`config.mk`:
```
export PLATFORM = sky130hd
export DESIGN_NAME = arp_responder_cache_core_flat
export DESIGN_NICKNAME = d
export VERILOG_FILES = /design/src/design/arc_pkg.sv /design/src/design/arc_ifs.sv /design/src/design/arc_ram.sv /design/src/design/arc_front.sv /design/src/design/arc_queue.sv /design/src/design/arc_back.sv /design/src/design/arp_responder_cache_core.sv /design/src/flat_wrapper.sv
export SDC_FILE = /design/constraint.sdc
export NUM_CORES = 2
export LEC_CHECK = 0
export ABC_AREA = 1
export BUFFER_PORTS_ARGS = -buffer_cell sky130_fd_sc_hd__buf_2
export CAP_MARGIN = 30
export CORE_MARGIN = 2
export CORE_UTILIZATION = 25
export CTS_BUF_LIST = sky130_fd_sc_hd__clkbuf_8
export DETAILED_ROUTE_END_ITERATION = 16
export HOLD_SLACK_MARGIN = 0.1
export RECOVER_POWER = 50
export SLEW_MARGIN = 20
export SYNTH_ARGS = -nofsm -noshare
export SYNTH_HDL_FRONTEND = slang
export SYNTH_HIERARCHICAL = 1
export SYNTH_SLANG_ARGS = --single-unit
export TNS_END_PERCENT = 10
```
`constraint.sdc`:
```
create_clock -name clk_i -period 7.9 [get_ports clk_i]
set_clock_uncertainty 0.15 [all_clocks]
set_input_delay 0.79 -clock clk_i [delete_from_list [all_inputs] [get_ports clk_i]]
set_output_delay 0.79 -clock clk_i [all_outputs]
set_load 0.01 [all_outputs]
```
`src/design/arc_pkg.sv`:
```
// arc_pkg: shared types, widths and codes of the ARP responder cache.
// No dependencies; imported by the interfaces and every module but arc_ram.
`default_nettype none

package arc_pkg;

  // Field widths
  localparam int unsigned MAC_W      = 48;
  localparam int unsigned IP_W       = 32;
  localparam int unsigned OPC_W      = 16;
  localparam int unsigned REQ_W      = 2;
  localparam int unsigned KIND_W     = 3;
  localparam int unsigned USED_W     = 5;
  localparam int unsigned CFG_IDX_W  = 1;
  localparam int unsigned CFG_DATA_W = 48;

  // Table size default
  localparam int unsigned TABLE_ENTRIES_DEF = 16;

  // Command queue between front and back
  localparam int unsigned QUEUE_DEPTH = 2;
  localparam int unsigned QPTR_W      = (QUEUE_DEPTH > 1) ? $clog2(QUEUE_DEPTH) : 1;
  localparam int unsigned QCNT_W      = $clog2(QUEUE_DEPTH + 1);

  // Register reset
  localparam logic [IP_W-1:0] OWN_IP_RESET = 32'h0A00020E;  // 10.0.2.14

  // Request types
  localparam logic [REQ_W-1:0] REQ_PACKET = 2'd0;
  localparam logic [REQ_W-1:0] REQ_LOOKUP = 2'd1;
  localparam logic [REQ_W-1:0] REQ_ADD    = 2'd2;
  localparam logic [REQ_W-1:0] REQ_UNUSED = 2'd3;

  // ARP opcodes
  localparam logic [OPC_W-1:0] OPC_REQUEST = 16'd1;
  localparam logic [OPC_W-1:0] OPC_REPLY   = 16'd2;

  // Register indexes
  localparam logic [CFG_IDX_W-1:0] CFG_OWN_IP  = 1'b0;
  localparam logic [CFG_IDX_W-1:0] CFG_OWN_MAC = 1'b1;

  typedef enum logic [KIND_W-1:0] {
    KIND_STORED  = 3'd0,
    KIND_REPLY   = 3'd1,
    KIND_UNKNOWN = 3'd2,
    KIND_HIT     = 3'd3,
    KIND_MISS    = 3'd4,
    KIND_ADDED   = 3'd5
  } kind_e;

  typedef enum logic {
    OP_STORE  = 1'b0,
    OP_LOOKUP = 1'b1
  } op_e;

  // Classified command, front to back
  typedef struct packed {
    op_e               op;
    kind_e             kind;
    logic [MAC_W-1:0]  peer_mac;
    logic [IP_W-1:0]   peer_ip;
  } arc_cmd_t;

endpackage

`default_nettype wire

```
`src/design/arc_ifs.sv`:
```
// arc_ifs: valid/ready channel interfaces (input, result, configuration).
// Depends on arc_pkg.
`default_nettype none

interface arc_in_if import arc_pkg::*; ();
  logic             valid;
  logic             ready;
  logic [REQ_W-1:0] req_type;
  logic [OPC_W-1:0] opcode;
  logic [MAC_W-1:0] peer_mac;
  logic [IP_W-1:0]  peer_ip;
  logic [IP_W-1:0]  target_ip;

  modport source (output valid, req_type, opcode, peer_mac, peer_ip, target_ip,
                  input ready);
  modport sink   (input valid, req_type, opcode, peer_mac, peer_ip, target_ip,
                  output ready);
endinterface

interface arc_out_if import arc_pkg::*; ();
  logic              valid;
  logic              ready;
  logic [KIND_W-1:0] result_kind;
  logic [MAC_W-1:0]  reply_mac;
  logic [IP_W-1:0]   reply_ip;
  logic [MAC_W-1:0]  found_mac;
  logic [USED_W-1:0] entries_used;

  modport source (output valid, result_kind, reply_mac, reply_ip, found_mac,
                  entries_used, input ready);
  modport sink   (input valid, result_kind, reply_mac, reply_ip, found_mac,
                  entries_used, output ready);
endinterface

interface arc_cfg_if import arc_pkg::*; ();
  logic                  valid;
  logic                  ready;
  logic [CFG_IDX_W-1:0]  index;
  logic [CFG_DATA_W-1:0] data;

  modport source (output valid, index, data, input ready);
  modport sink   (input valid, index, data, output ready);
endinterface

`default_nettype wire

```
`src/design/arc_ram.sv`:
```
// arc_ram: generic single-write, single-read RAM with registered read data.
// No dependencies.
`default_nettype none

module arc_ram #(
  parameter int unsigned WIDTH = 8,
  parameter int unsigned DEPTH = 16,
  localparam int unsigned AW   = (DEPTH > 1) ? $clog2(DEPTH) : 1
) (
  input  wire logic             clk_i,
  input  wire logic             we_i,
  input  wire logic [AW-1:0]    waddr_i,
  input  wire logic [WIDTH-1:0] wdata_i,
  input  wire logic [AW-1:0]    raddr_i,
  output logic      [WIDTH-1:0] rdata_o
);

  logic [WIDTH-1:0] mem_q [DEPTH];

  always_ff @(posedge clk_i) begin
    if (we_i) begin
      mem_q[waddr_i] <= wdata_i;
    end
    rdata_o <= mem_q[raddr_i];
  end

endmodule

`default_nettype wire

```
`src/design/arc_front.sv`:
```
// arc_front: accepts input transactions and classifies them into commands.
// Depends on arc_pkg and arc_ifs.
`default_nettype none

module arc_front import arc_pkg::*; (
  arc_in_if.sink           in_chan,
  input  wire logic [IP_W-1:0] own_ip_i,
  input  wire logic            full_i,
  output logic                 push_o,
  output arc_cmd_t             cmd_o
);

  assign in_chan.ready = !full_i;

  always_comb begin
    cmd_o.op       = OP_STORE;
    cmd_o.kind     = KIND_STORED;
    cmd_o.peer_mac = in_chan.peer_mac;
    cmd_o.peer_ip  = in_chan.peer_ip;
    push_o         = in_chan.valid && !full_i;
    case (in_chan.req_type)
      REQ_PACKET: begin
        if (in_chan.opcode == OPC_REQUEST) begin
          cmd_o.kind = (in_chan.target_ip == own_ip_i) ? KIND_REPLY : KIND_STORED;
        end else if (in_chan.opcode == OPC_REPLY) begin
          cmd_o.kind = KIND_STORED;
        end else begin
          cmd_o.kind = KIND_UNKNOWN;
        end
      end
      REQ_LOOKUP: begin
        cmd_o.op   = OP_LOOKUP;
        cmd_o.kind = KIND_MISS;
      end
      REQ_ADD: begin
        cmd_o.kind = KIND_ADDED;
      end
      default: begin
        // unused request type: taken and dropped
        push_o = 1'b0;
      end
    endcase
  end

endmodule

`default_nettype wire

```
`src/design/arc_queue.sv`:
```
// arc_queue: short command FIFO between front and back.
// Depends on arc_pkg.
`default_nettype none

module arc_queue import arc_pkg::*; (
  input  wire logic     clk_i,
  input  wire logic     rst_ni,
  input  wire logic     push_i,
  input  wire arc_cmd_t push_cmd_i,
  output logic          full_o,
  input  wire logic     pop_i,
  output logic          empty_o,
  output arc_cmd_t      head_o
);

  arc_cmd_t          entry_q [QUEUE_DEPTH];
  logic [QPTR_W-1:0] wr_ptr_q, rd_ptr_q;
  logic [QCNT_W-1:0] cnt_q;

  function automatic logic [QPTR_W-1:0] ptr_inc(input logic [QPTR_W-1:0] p);
    return (p == QPTR_W'(QUEUE_DEPTH - 1)) ? '0 : p + 1'b1;
  endfunction

  assign full_o  = (cnt_q == QCNT_W'(QUEUE_DEPTH));
  assign empty_o = (cnt_q == '0);
  assign head_o  = entry_q[rd_ptr_q];

  always_ff @(posedge clk_i or negedge rst_ni) begin
    if (!rst_ni) begin
      wr_ptr_q <= '0;
      rd_ptr_q <= '0;
      cnt_q    <= '0;
    end else begin
      if (push_i) begin
        entry_q[wr_ptr_q] <= push_cmd_i;
        wr_ptr_q          <= ptr_inc(wr_ptr_q);
      end
      if (pop_i) begin
        rd_ptr_q <= ptr_inc(rd_ptr_q);
      end
      if (push_i && !pop_i) begin
        cnt_q <= cnt_q + 1'b1;
      end else if (pop_i && !push_i) begin
        cnt_q <= cnt_q - 1'b1;
      end
    end
  end

endmodule

`default_nettype wire

```
`src/design/arc_back.sv`:
```
// arc_back: executes commands against the table; serial lookup walk.
// Depends on arc_pkg, arc_ifs and arc_ram.
`default_nettype none

module arc_back import arc_pkg::*; #(
  parameter int unsigned TABLE_ENTRIES = TABLE_ENTRIES_DEF
) (
  input  wire logic     clk_i,
  input  wire logic     rst_ni,
  input  wire logic     empty_i,
  input  wire arc_cmd_t head_i,
  output logic          pop_o,
  arc_out_if.source     out_chan
);

  localparam int unsigned IW = $clog2(TABLE_ENTRIES);
  localparam int unsigned UW = $clog2(TABLE_ENTRIES + 1);
  localparam int unsigned EW = IP_W + MAC_W;

  typedef enum logic {
    S_IDLE,
    S_SCAN
  } state_e;

  state_e                   state_q;
  logic [TABLE_ENTRIES-1:0] valid_q;
  logic [IW-1:0]            next_slot_q, scan_idx_q;
  logic [UW-1:0]            used_q;
  logic                     chk_q, chk_vld_q, chk_last_q;
  logic [IP_W-1:0]          key_q;

  logic                     out_valid_q;
  kind_e                    kind_q;
  logic [MAC_W-1:0]         reply_mac_q, found_mac_q;
  logic [IP_W-1:0]          reply_ip_q;
  logic [USED_W-1:0]        used_out_q;

  logic                     take, ram_we, hit, miss, is_reply, scan_last;
  logic [EW-1:0]            rdata;
  logic [IP_W-1:0]          rd_ip;
  logic [MAC_W-1:0]         rd_mac;
  logic [UW-1:0]            used_inc;
  logic [31:0]              used_inc_ext, used_ext;
  logic [IW-1:0]            slot_nxt, scan_nxt;

  arc_ram #(
    .WIDTH (EW),
    .DEPTH (TABLE_ENTRIES)
  ) u_table (
    .clk_i   (clk_i),
    .we_i    (ram_we),
    .waddr_i (next_slot_q),
    .wdata_i ({head_i.peer_ip, head_i.peer_mac}),
    .raddr_i (scan_idx_q),
    .rdata_o (rdata)
  );

  assign rd_ip  = rdata[EW-1:MAC_W];
  assign rd_mac = rdata[MAC_W-1:0];

  assign take   = (state_q == S_IDLE) && !empty_i && !out_valid_q;
  assign pop_o  = take;
  assign ram_we = take && (head_i.op == OP_STORE);
  assign is_reply = (head_i.kind == KIND_REPLY);

  // previous read checked while the next one is issued
  assign hit  = chk_q && chk_vld_q && (rd_ip == key_q);
  assign miss = chk_q && !hit && chk_last_q;

  assign used_inc     = (used_q == UW'(TABLE_ENTRIES)) ? used_q : used_q + 1'b1;
  assign used_inc_ext = 32'(used_inc);
  assign used_ext     = 32'(used_q);
  assign slot_nxt     = (next_slot_q == IW'(TABLE_ENTRIES - 1)) ? '0 : next_slot_q + 1'b1;
  assign scan_last    = (scan_idx_q == IW'(TABLE_ENTRIES - 1));
  assign scan_nxt     = scan_last ? '0 : scan_idx_q + 1'b1;

  assign out_chan.valid        = out_valid_q;
  assign out_chan.result_kind  = kind_q;
  assign out_chan.reply_mac    = reply_mac_q;
  assign out_chan.reply_ip     = reply_ip_q;
  assign out_chan.found_mac    = found_mac_q;
  assign out_chan.entries_used = used_out_q;

  always_ff @(posedge clk_i or negedge rst_ni) begin
    if (!rst_ni) begin
      state_q     <= S_IDLE;
      valid_q     <= '0;
      next_slot_q <= '0;
      used_q      <= '0;
      chk_q       <= 1'b0;
      out_valid_q <= 1'b0;
    end else begin
      if (out_valid_q && out_chan.ready) begin
        out_valid_q <= 1'b0;
      end
      case (state_q)
        S_IDLE: begin
          if (take) begin
            if (head_i.op == OP_STORE) begin
              valid_q[next_slot_q] <= 1'b1;
              next_slot_q          <= slot_nxt;
              used_q               <= used_inc;
              out_valid_q          <= 1'b1;
              kind_q               <= head_i.kind;
              reply_mac_q          <= is_reply ? head_i.peer_mac : '0;
              reply_ip_q           <= is_reply ? head_i.peer_ip : '0;
              found_mac_q          <= '0;
              used_out_q           <= used_inc_ext[USED_W-1:0];
            end else begin
              key_q      <= head_i.peer_ip;
              scan_idx_q <= '0;
              chk_q      <= 1'b0;
              state_q    <= S_SCAN;
            end
          end
        end
        S_SCAN: begin
          chk_vld_q  <= valid_q[scan_idx_q];
          chk_last_q <= scan_last;
          scan_idx_q <= scan_nxt;
          if (hit || miss) begin
            out_valid_q <= 1'b1;
            kind_q      <= hit ? KIND_HIT : KIND_MISS;
            reply_mac_q <= '0;
            reply_ip_q  <= '0;
            found_mac_q <= hit ? rd_mac : '0;
            used_out_q  <= used_ext[USED_W-1:0];
            chk_q       <= 1'b0;
            state_q     <= S_IDLE;
          end else begin
            chk_q       <= 1'b1;
          end
        end
        default: begin
          state_q <= S_IDLE;
        end
      endcase
    end
  end

endmodule

`default_nettype wire

```
`src/design/arp_responder_cache_core.sv`:
```
// arp_responder_cache_core: top level of the ARP cache with request responder.
// Depends on arc_pkg, arc_ifs, arc_front, arc_queue, arc_back, arc_ram.
//
//   channel   dir  handshake      payload
//   in_chan   in   valid/ready    req_type, opcode, peer_mac, peer_ip, target_ip
//   out_chan  out  valid/ready    result_kind, reply_mac, reply_ip, found_mac,
//                                 entries_used
//   cfg_chan  in   valid/ready    index, data (0 own_ip, 1 own_mac)
//
// Flow: the front classifies a transaction in its accept cycle and queues it.
// Packet and add commands write the table and the result register as they are popped.
// A lookup walks the table RAM one entry per cycle through its single read
// port, from entry 0 up, and ends on the first hit or after the last entry.
// Reset: valid bits, counters and the queue clear at once; no clearing pass.
// Stalls: a two-deep queue and the result register let input be taken while a
// result waits; input stalls only when the queue is full.
`default_nettype none

module arp_responder_cache_core import arc_pkg::*; #(
  parameter int unsigned TABLE_ENTRIES = TABLE_ENTRIES_DEF
) (
  input  wire logic  clk_i,
  input  wire logic  rst_ni,
  arc_in_if.sink     in_chan,
  arc_out_if.source  out_chan,
  arc_cfg_if.sink    cfg_chan
);

  // own_ip feeds the request compare. own_mac is the reply sender address,
  // used by the frame builder outside this block, so it is not held here.
  logic [IP_W-1:0] own_ip_q;

  logic     push, full, pop, empty;
  arc_cmd_t push_cmd, head;

  assign cfg_chan.ready = 1'b1;

  always_ff @(posedge clk_i or negedge rst_ni) begin
    if (!rst_ni) begin
      own_ip_q <= OWN_IP_RESET;
    end else if (cfg_chan.valid && (cfg_chan.index == CFG_OWN_IP)) begin
      own_ip_q <= cfg_chan.data[IP_W-1:0];
    end
  end

  arc_front u_front (
    .in_chan  (in_chan),
    .own_ip_i (own_ip_q),
    .full_i   (full),
    .push_o   (push),
    .cmd_o    (push_cmd)
  );

  arc_queue u_queue (
    .clk_i      (clk_i),
    .rst_ni     (rst_ni),
    .push_i     (push),
    .push_cmd_i (push_cmd),
    .full_o     (full),
    .pop_i      (pop),
    .empty_o    (empty),
    .head_o     (head)
  );

  arc_back #(
    .TABLE_ENTRIES (TABLE_ENTRIES)
  ) u_back (
    .clk_i    (clk_i),
    .rst_ni   (rst_ni),
    .empty_i  (empty),
    .head_i   (head),
    .pop_o    (pop),
    .out_chan (out_chan)
  );

`ifndef SYNTHESIS
  // unused request type must never reach the queue
  a_drop_unused: assert property (@(posedge clk_i) disable iff (!rst_ni)
    (in_chan.valid && in_chan.ready && (in_chan.req_type == REQ_UNUSED)) |-> !push)
    else $error("unused request type queued");

  // back end only starts a command into an empty result register
  a_pop_free: assert property (@(posedge clk_i) disable iff (!rst_ni)
    pop |-> !out_chan.valid)
    else $error("command started while result pending");

  // nothing is queued without a free slot
  a_no_overflow: assert property (@(posedge clk_i) disable iff (!rst_ni)
    push |-> !full)
    else $error("queue overflow");

  // reply address fields are zero unless the result is a reply
  a_reply_zero: assert property (@(posedge clk_i) disable iff (!rst_ni)
    (out_chan.valid && (out_chan.result_kind != KIND_REPLY)) |->
      ((out_chan.reply_ip == '0) && (out_chan.reply_mac == '0)))
    else $error("reply fields set on non-reply result");
`endif

endmodule

`default_nettype wire

```
`src/flat_wrapper.sv`:
```
// flat-port wrapper written by rule: the top's interface ports become plain ports
module arp_responder_cache_core_flat import arc_pkg::*;
#(
  parameter int unsigned TABLE_ENTRIES = TABLE_ENTRIES_DEF
)
  (clk_i, rst_ni, in_chan_valid, in_chan_req_type, in_chan_opcode, in_chan_peer_mac, in_chan_peer_ip, in_chan_target_ip, in_chan_ready, out_chan_valid, out_chan_result_kind, out_chan_reply_mac, out_chan_reply_ip, out_chan_found_mac, out_chan_entries_used, out_chan_ready, cfg_chan_valid, cfg_chan_index, cfg_chan_data, cfg_chan_ready);
  arc_in_if in_chan_i ();
  arc_out_if out_chan_i ();
  arc_cfg_if cfg_chan_i ();
  input  wire logic clk_i;
  input  wire logic rst_ni;
  input wire logic [$bits(in_chan_i.valid)-1:0] in_chan_valid;
  input wire logic [$bits(in_chan_i.req_type)-1:0] in_chan_req_type;
  input wire logic [$bits(in_chan_i.opcode)-1:0] in_chan_opcode;
  input wire logic [$bits(in_chan_i.peer_mac)-1:0] in_chan_peer_mac;
  input wire logic [$bits(in_chan_i.peer_ip)-1:0] in_chan_peer_ip;
  input wire logic [$bits(in_chan_i.target_ip)-1:0] in_chan_target_ip;
  output wire logic [$bits(in_chan_i.ready)-1:0] in_chan_ready;
  output wire logic [$bits(out_chan_i.valid)-1:0] out_chan_valid;
  output wire logic [$bits(out_chan_i.result_kind)-1:0] out_chan_result_kind;
  output wire logic [$bits(out_chan_i.reply_mac)-1:0] out_chan_reply_mac;
  output wire logic [$bits(out_chan_i.reply_ip)-1:0] out_chan_reply_ip;
  output wire logic [$bits(out_chan_i.found_mac)-1:0] out_chan_found_mac;
  output wire logic [$bits(out_chan_i.entries_used)-1:0] out_chan_entries_used;
  input wire logic [$bits(out_chan_i.ready)-1:0] out_chan_ready;
  input wire logic [$bits(cfg_chan_i.valid)-1:0] cfg_chan_valid;
  input wire logic [$bits(cfg_chan_i.index)-1:0] cfg_chan_index;
  input wire logic [$bits(cfg_chan_i.data)-1:0] cfg_chan_data;
  output wire logic [$bits(cfg_chan_i.ready)-1:0] cfg_chan_ready;
  assign in_chan_i.valid = in_chan_valid;
  assign in_chan_i.req_type = in_chan_req_type;
  assign in_chan_i.opcode = in_chan_opcode;
  assign in_chan_i.peer_mac = in_chan_peer_mac;
  assign in_chan_i.peer_ip = in_chan_peer_ip;
  assign in_chan_i.target_ip = in_chan_target_ip;
  assign in_chan_ready = in_chan_i.ready;
  assign out_chan_valid = out_chan_i.valid;
  assign out_chan_result_kind = out_chan_i.result_kind;
  assign out_chan_reply_mac = out_chan_i.reply_mac;
  assign out_chan_reply_ip = out_chan_i.reply_ip;
  assign out_chan_found_mac = out_chan_i.found_mac;
  assign out_chan_entries_used = out_chan_i.entries_used;
  assign out_chan_i.ready = out_chan_ready;
  assign cfg_chan_i.valid = cfg_chan_valid;
  assign cfg_chan_i.index = cfg_chan_index;
  assign cfg_chan_i.data = cfg_chan_data;
  assign cfg_chan_ready = cfg_chan_i.ready;
  arp_responder_cache_core #(.TABLE_ENTRIES(TABLE_ENTRIES)) u_core (.clk_i(clk_i), .rst_ni(rst_ni), .in_chan(in_chan_i), .out_chan(out_chan_i), .cfg_chan(cfg_chan_i));
endmodule
```
==> reports/results.txt <==
Final Non-Filler Cells: 11.4k
grt ovf: 0
nets: 7431
width of the die: 548 um
Routed wire per std cell: 17.2 um
via count: 48.2k
die area: 301000 um^2
top area cells in the synthesized netlist: edfxtp_1, nand2_1, nand3_1, inv_1, dfxtp_1
reg2reg end: u_core/u_back/u_table/rdata_o[53]
Final min period: 5890 ps
Critical-path top delay cell: clkbuf_1
cell-internal power: 0.0177 W
top_reg_cell synth: edfxtp_1
number of enable flip-flop cells after synthesis: 1622
post-synth top area share: 65.8%
Post-synth ARST share: 3.62%
# port buffers: 305
DR vias/cell: 4.22
relative slew slack: -201%
total design power: 0.0266 W
CP Class: reg2reg
CTS root buf: clkbuf_8
count of final hold-check violations: 0
TNS Setup: 0 ps
Starting Density: 25.2%
Post-route DRC: 0
clk_lat worst skew: 1030 ps
placed cells: 10.7k
postcts setup bufs: 0
Placed Area: 79300 um^2
Leakage Power: 35.7 nW
layout filler cell count: 30.0k
Crit path required time: 8580 ps
Avg Cell Area, Syn: 10.9 um^2
sequential share of the synthesized area: 70.1%
Setup-failing EPs final: 0
GR peak layer: met2
largest net degree at the start of global routing: 224
largest area contributor in the netlist: edfxtp_1
Mapped Nets: 6974
Clock Path Buffers: 4
Tcrit/Tclk final: 74.5%
initial antenna violation count: 19
I/O pins: 323
sequential share of power: 45.8%
clock power share: 29.8%
area delta synth->final: 16.4%
count leader, synth: nand2_1
clock slew at reported path FFs: 60 ps
flops & latches, synth: 1766
Netlist Area Pre-Place: 74100 um^2
finished layout cell area: 86200 um^2
type of the worst min-delay path: reg2reg
combinational power share: 24.3%
met1 Use GR: 15.5%
PwrDens: 309 nW/um^2
chip height: 548 um
synth unique cells: 45
TritonCTS clock tree: yes
RSZ-0062 raised after global routing: no
HPWL Detailed: 105000 um
Overall Global Routing Usage: 12.6%
WP data arrival: 6570 ps
crit-path max cell delay: 2110 ps
first-pass GRT wire length: 291000 um
VDD IR max: 295 uV
Max Slew Vio Count: 893
hold_sp: u_core/u_back/valid_q[13]
fraction of layout cells with a size suffix above 1: 8.85%
Hold EP: u_core/u_back/valid_q[13]
reg2reg path depth: 7
Worst-Margin Slew: 4510 ps
crit path max fanout: 95
Worst R2R Start: u_core/u_back/scan_idx_q[2]
met2 Use GR: 21.9%
# H-tree levels: 5
initial drt markers: 3599
number of global-route vias before repair: 48.8k
FF-to-FF setup slack: 2010 ps
Cell Chain, Critical Path: buf_4 > inv_8 > clkbuf_1 > clkbuf_1 > nand3_1 > nand3_1 > nand2_1
Reg area: 51900 um^2
site row count: 199
MaxCap Viol Count: 16
switch share: 33.7%
clk sinks: 1766
cell count of the worst hold path: 2
GRT met3 Usage: 2.58%
crit end category: register
Synth Instances: 6779
# resized after CTS: 0
switching pwr: 0.00897 W
Num CTS Buffers: 307
outcome: complete, but fails checks
Final ANT Viol Nets: 0
core footprint: 294000 um^2
CTS Hold Buffers Added: 150
startpoint class of the critical path: register
drt first pass iters: 6
multi-input logic area: 15300 um^2
yosys warns: 6
Synth top cells by count: nand2_1, edfxtp_1, inv_1, nand3_1, buf_2
final wirelength: 197000 um
Max Clk Rate: 170 MHz
GPL Wtd Cong: 0.814
failing checks: capacitance limit, slew limit
## registers in the layout, indices dropped and copies added (netlist names), 16 cells and up
register / cells
u_core/u_back/u_table/rdata_o: 80
u_core/u_back/out_chan.found_mac: 48
u_core/u_back/out_chan.reply_ip: 32
u_core/u_back/out_chan.reply_mac: 48
u_core/u_queue/entry_q: 168
u_core/own_ip_q: 32
u_core/u_back/u_table/mem_q: 1280
u_core/u_back/valid_q: 16
u_core/u_back/key_q: 32
## metrics by stage
stage | util (%) | hold slack [ps] | setup slack (ps)
global route | 29.3 | 286 | 1760
finish | 29.3 | 301 | 2010
global placement | 26.9 | 283 | 3750
detailed placement | 27.0 | 288 | 3680
floorplan | - | 271 | 2380
CTS | 29.4 | 164 | 3590
## kinds of logic (layout without fill, tap and decap cells)
kind of cell | count (synthesis) | in the layout | share of synthesized area [%]
AND/OR/NAND/NOR | 3214 | 3214 | 18.4
flip-flops | 1766 | 1766 | 70.1
buffers and inverters | 1621 | 2325 | 9.30
multiplexers | 84 | 84 | 1.28
AO/OA/AOI/OAI | 54 | 54 | 0.422
XOR/XNOR | 28 | 28 | 0.331
adder cells (fa/ha/maj) | 11 | 11 | 0.186
other | 1 | 12 | 0.00506
## worst max path at each step
stage / startpoint / slack [ps] / endpoint / depth (start not counted)
global placement: u_core/u_back/state_q / 3750 / u_core/u_back/u_table/mem_q[12][59] / 7
detailed placement: u_core/u_back/state_q / 3680 / u_core/u_back/u_table/mem_q[1][28] / 7
global route: u_core/u_back/scan_idx_q[0] / 1760 / u_core/u_back/u_table/rdata_o[34] / 10
finish: u_core/u_back/scan_idx_q[2] / 2010 / u_core/u_back/u_table/rdata_o[53] / 7
floorplan: u_core/u_queue/rd_ptr_q / 2380 / u_core/u_back/u_table/mem_q[12][0] / 6
CTS: u_core/u_back/state_q / 3590 / u_core/u_back/u_table/mem_q[12][74] / 7
## power groups by stage
stage               logic, W  clock network (W)  registers, W
global placement     0.00629                  0        0.0124
detailed placement   0.00647                  0        0.0124
floorplan            0.00411                  0        0.0124
finish               0.00647            0.00795        0.0122
global route         0.00719            0.00862        0.0123
CTS                  0.00655            0.00821        0.0122
## cell usage in the layout (no fill, tap or decap), drive strengths merged, types with 10 or more instances in the layout
cell	n
a21oi	10
inv	1368
ha	11
clkinv	79
nand4	11
nand3	1015
edfxtp	1622
xnor2	17
dfxtp	80
dfrtp	58
o21ai	30
clkbuf	554
xor2	11
diode	11
nand2	1960
mux2	84
nor2	214
buf	161
dlygate4sd3	150
## routing by layer
metal / part of all wire, % / wire (um)
met1: 42 / 82900
met3: 6.5 / 12800
met4: 3.2 / 6310
met2: 48 / 94800
met5: 0.025 / 49
## worst max-delay path, delay by kind of cell (launching register included)
kind                   cells  cell delay [ps]
DFF                        1              360
buffers and inverters      4             4490
and+or+nand+nor            3              570
## cell type report
cell class	count	area share, %
flip-flops and latches	1766	60.2
multi-input cells	3392	17.8
well taps	3919	5.69
inverters	1237	5.43
clock buffers	333	5.32
repair buffers	532	4.13
clock inverters	223	1.40
diodes	11	0.0319
Power figures use the tool's default switching activity.
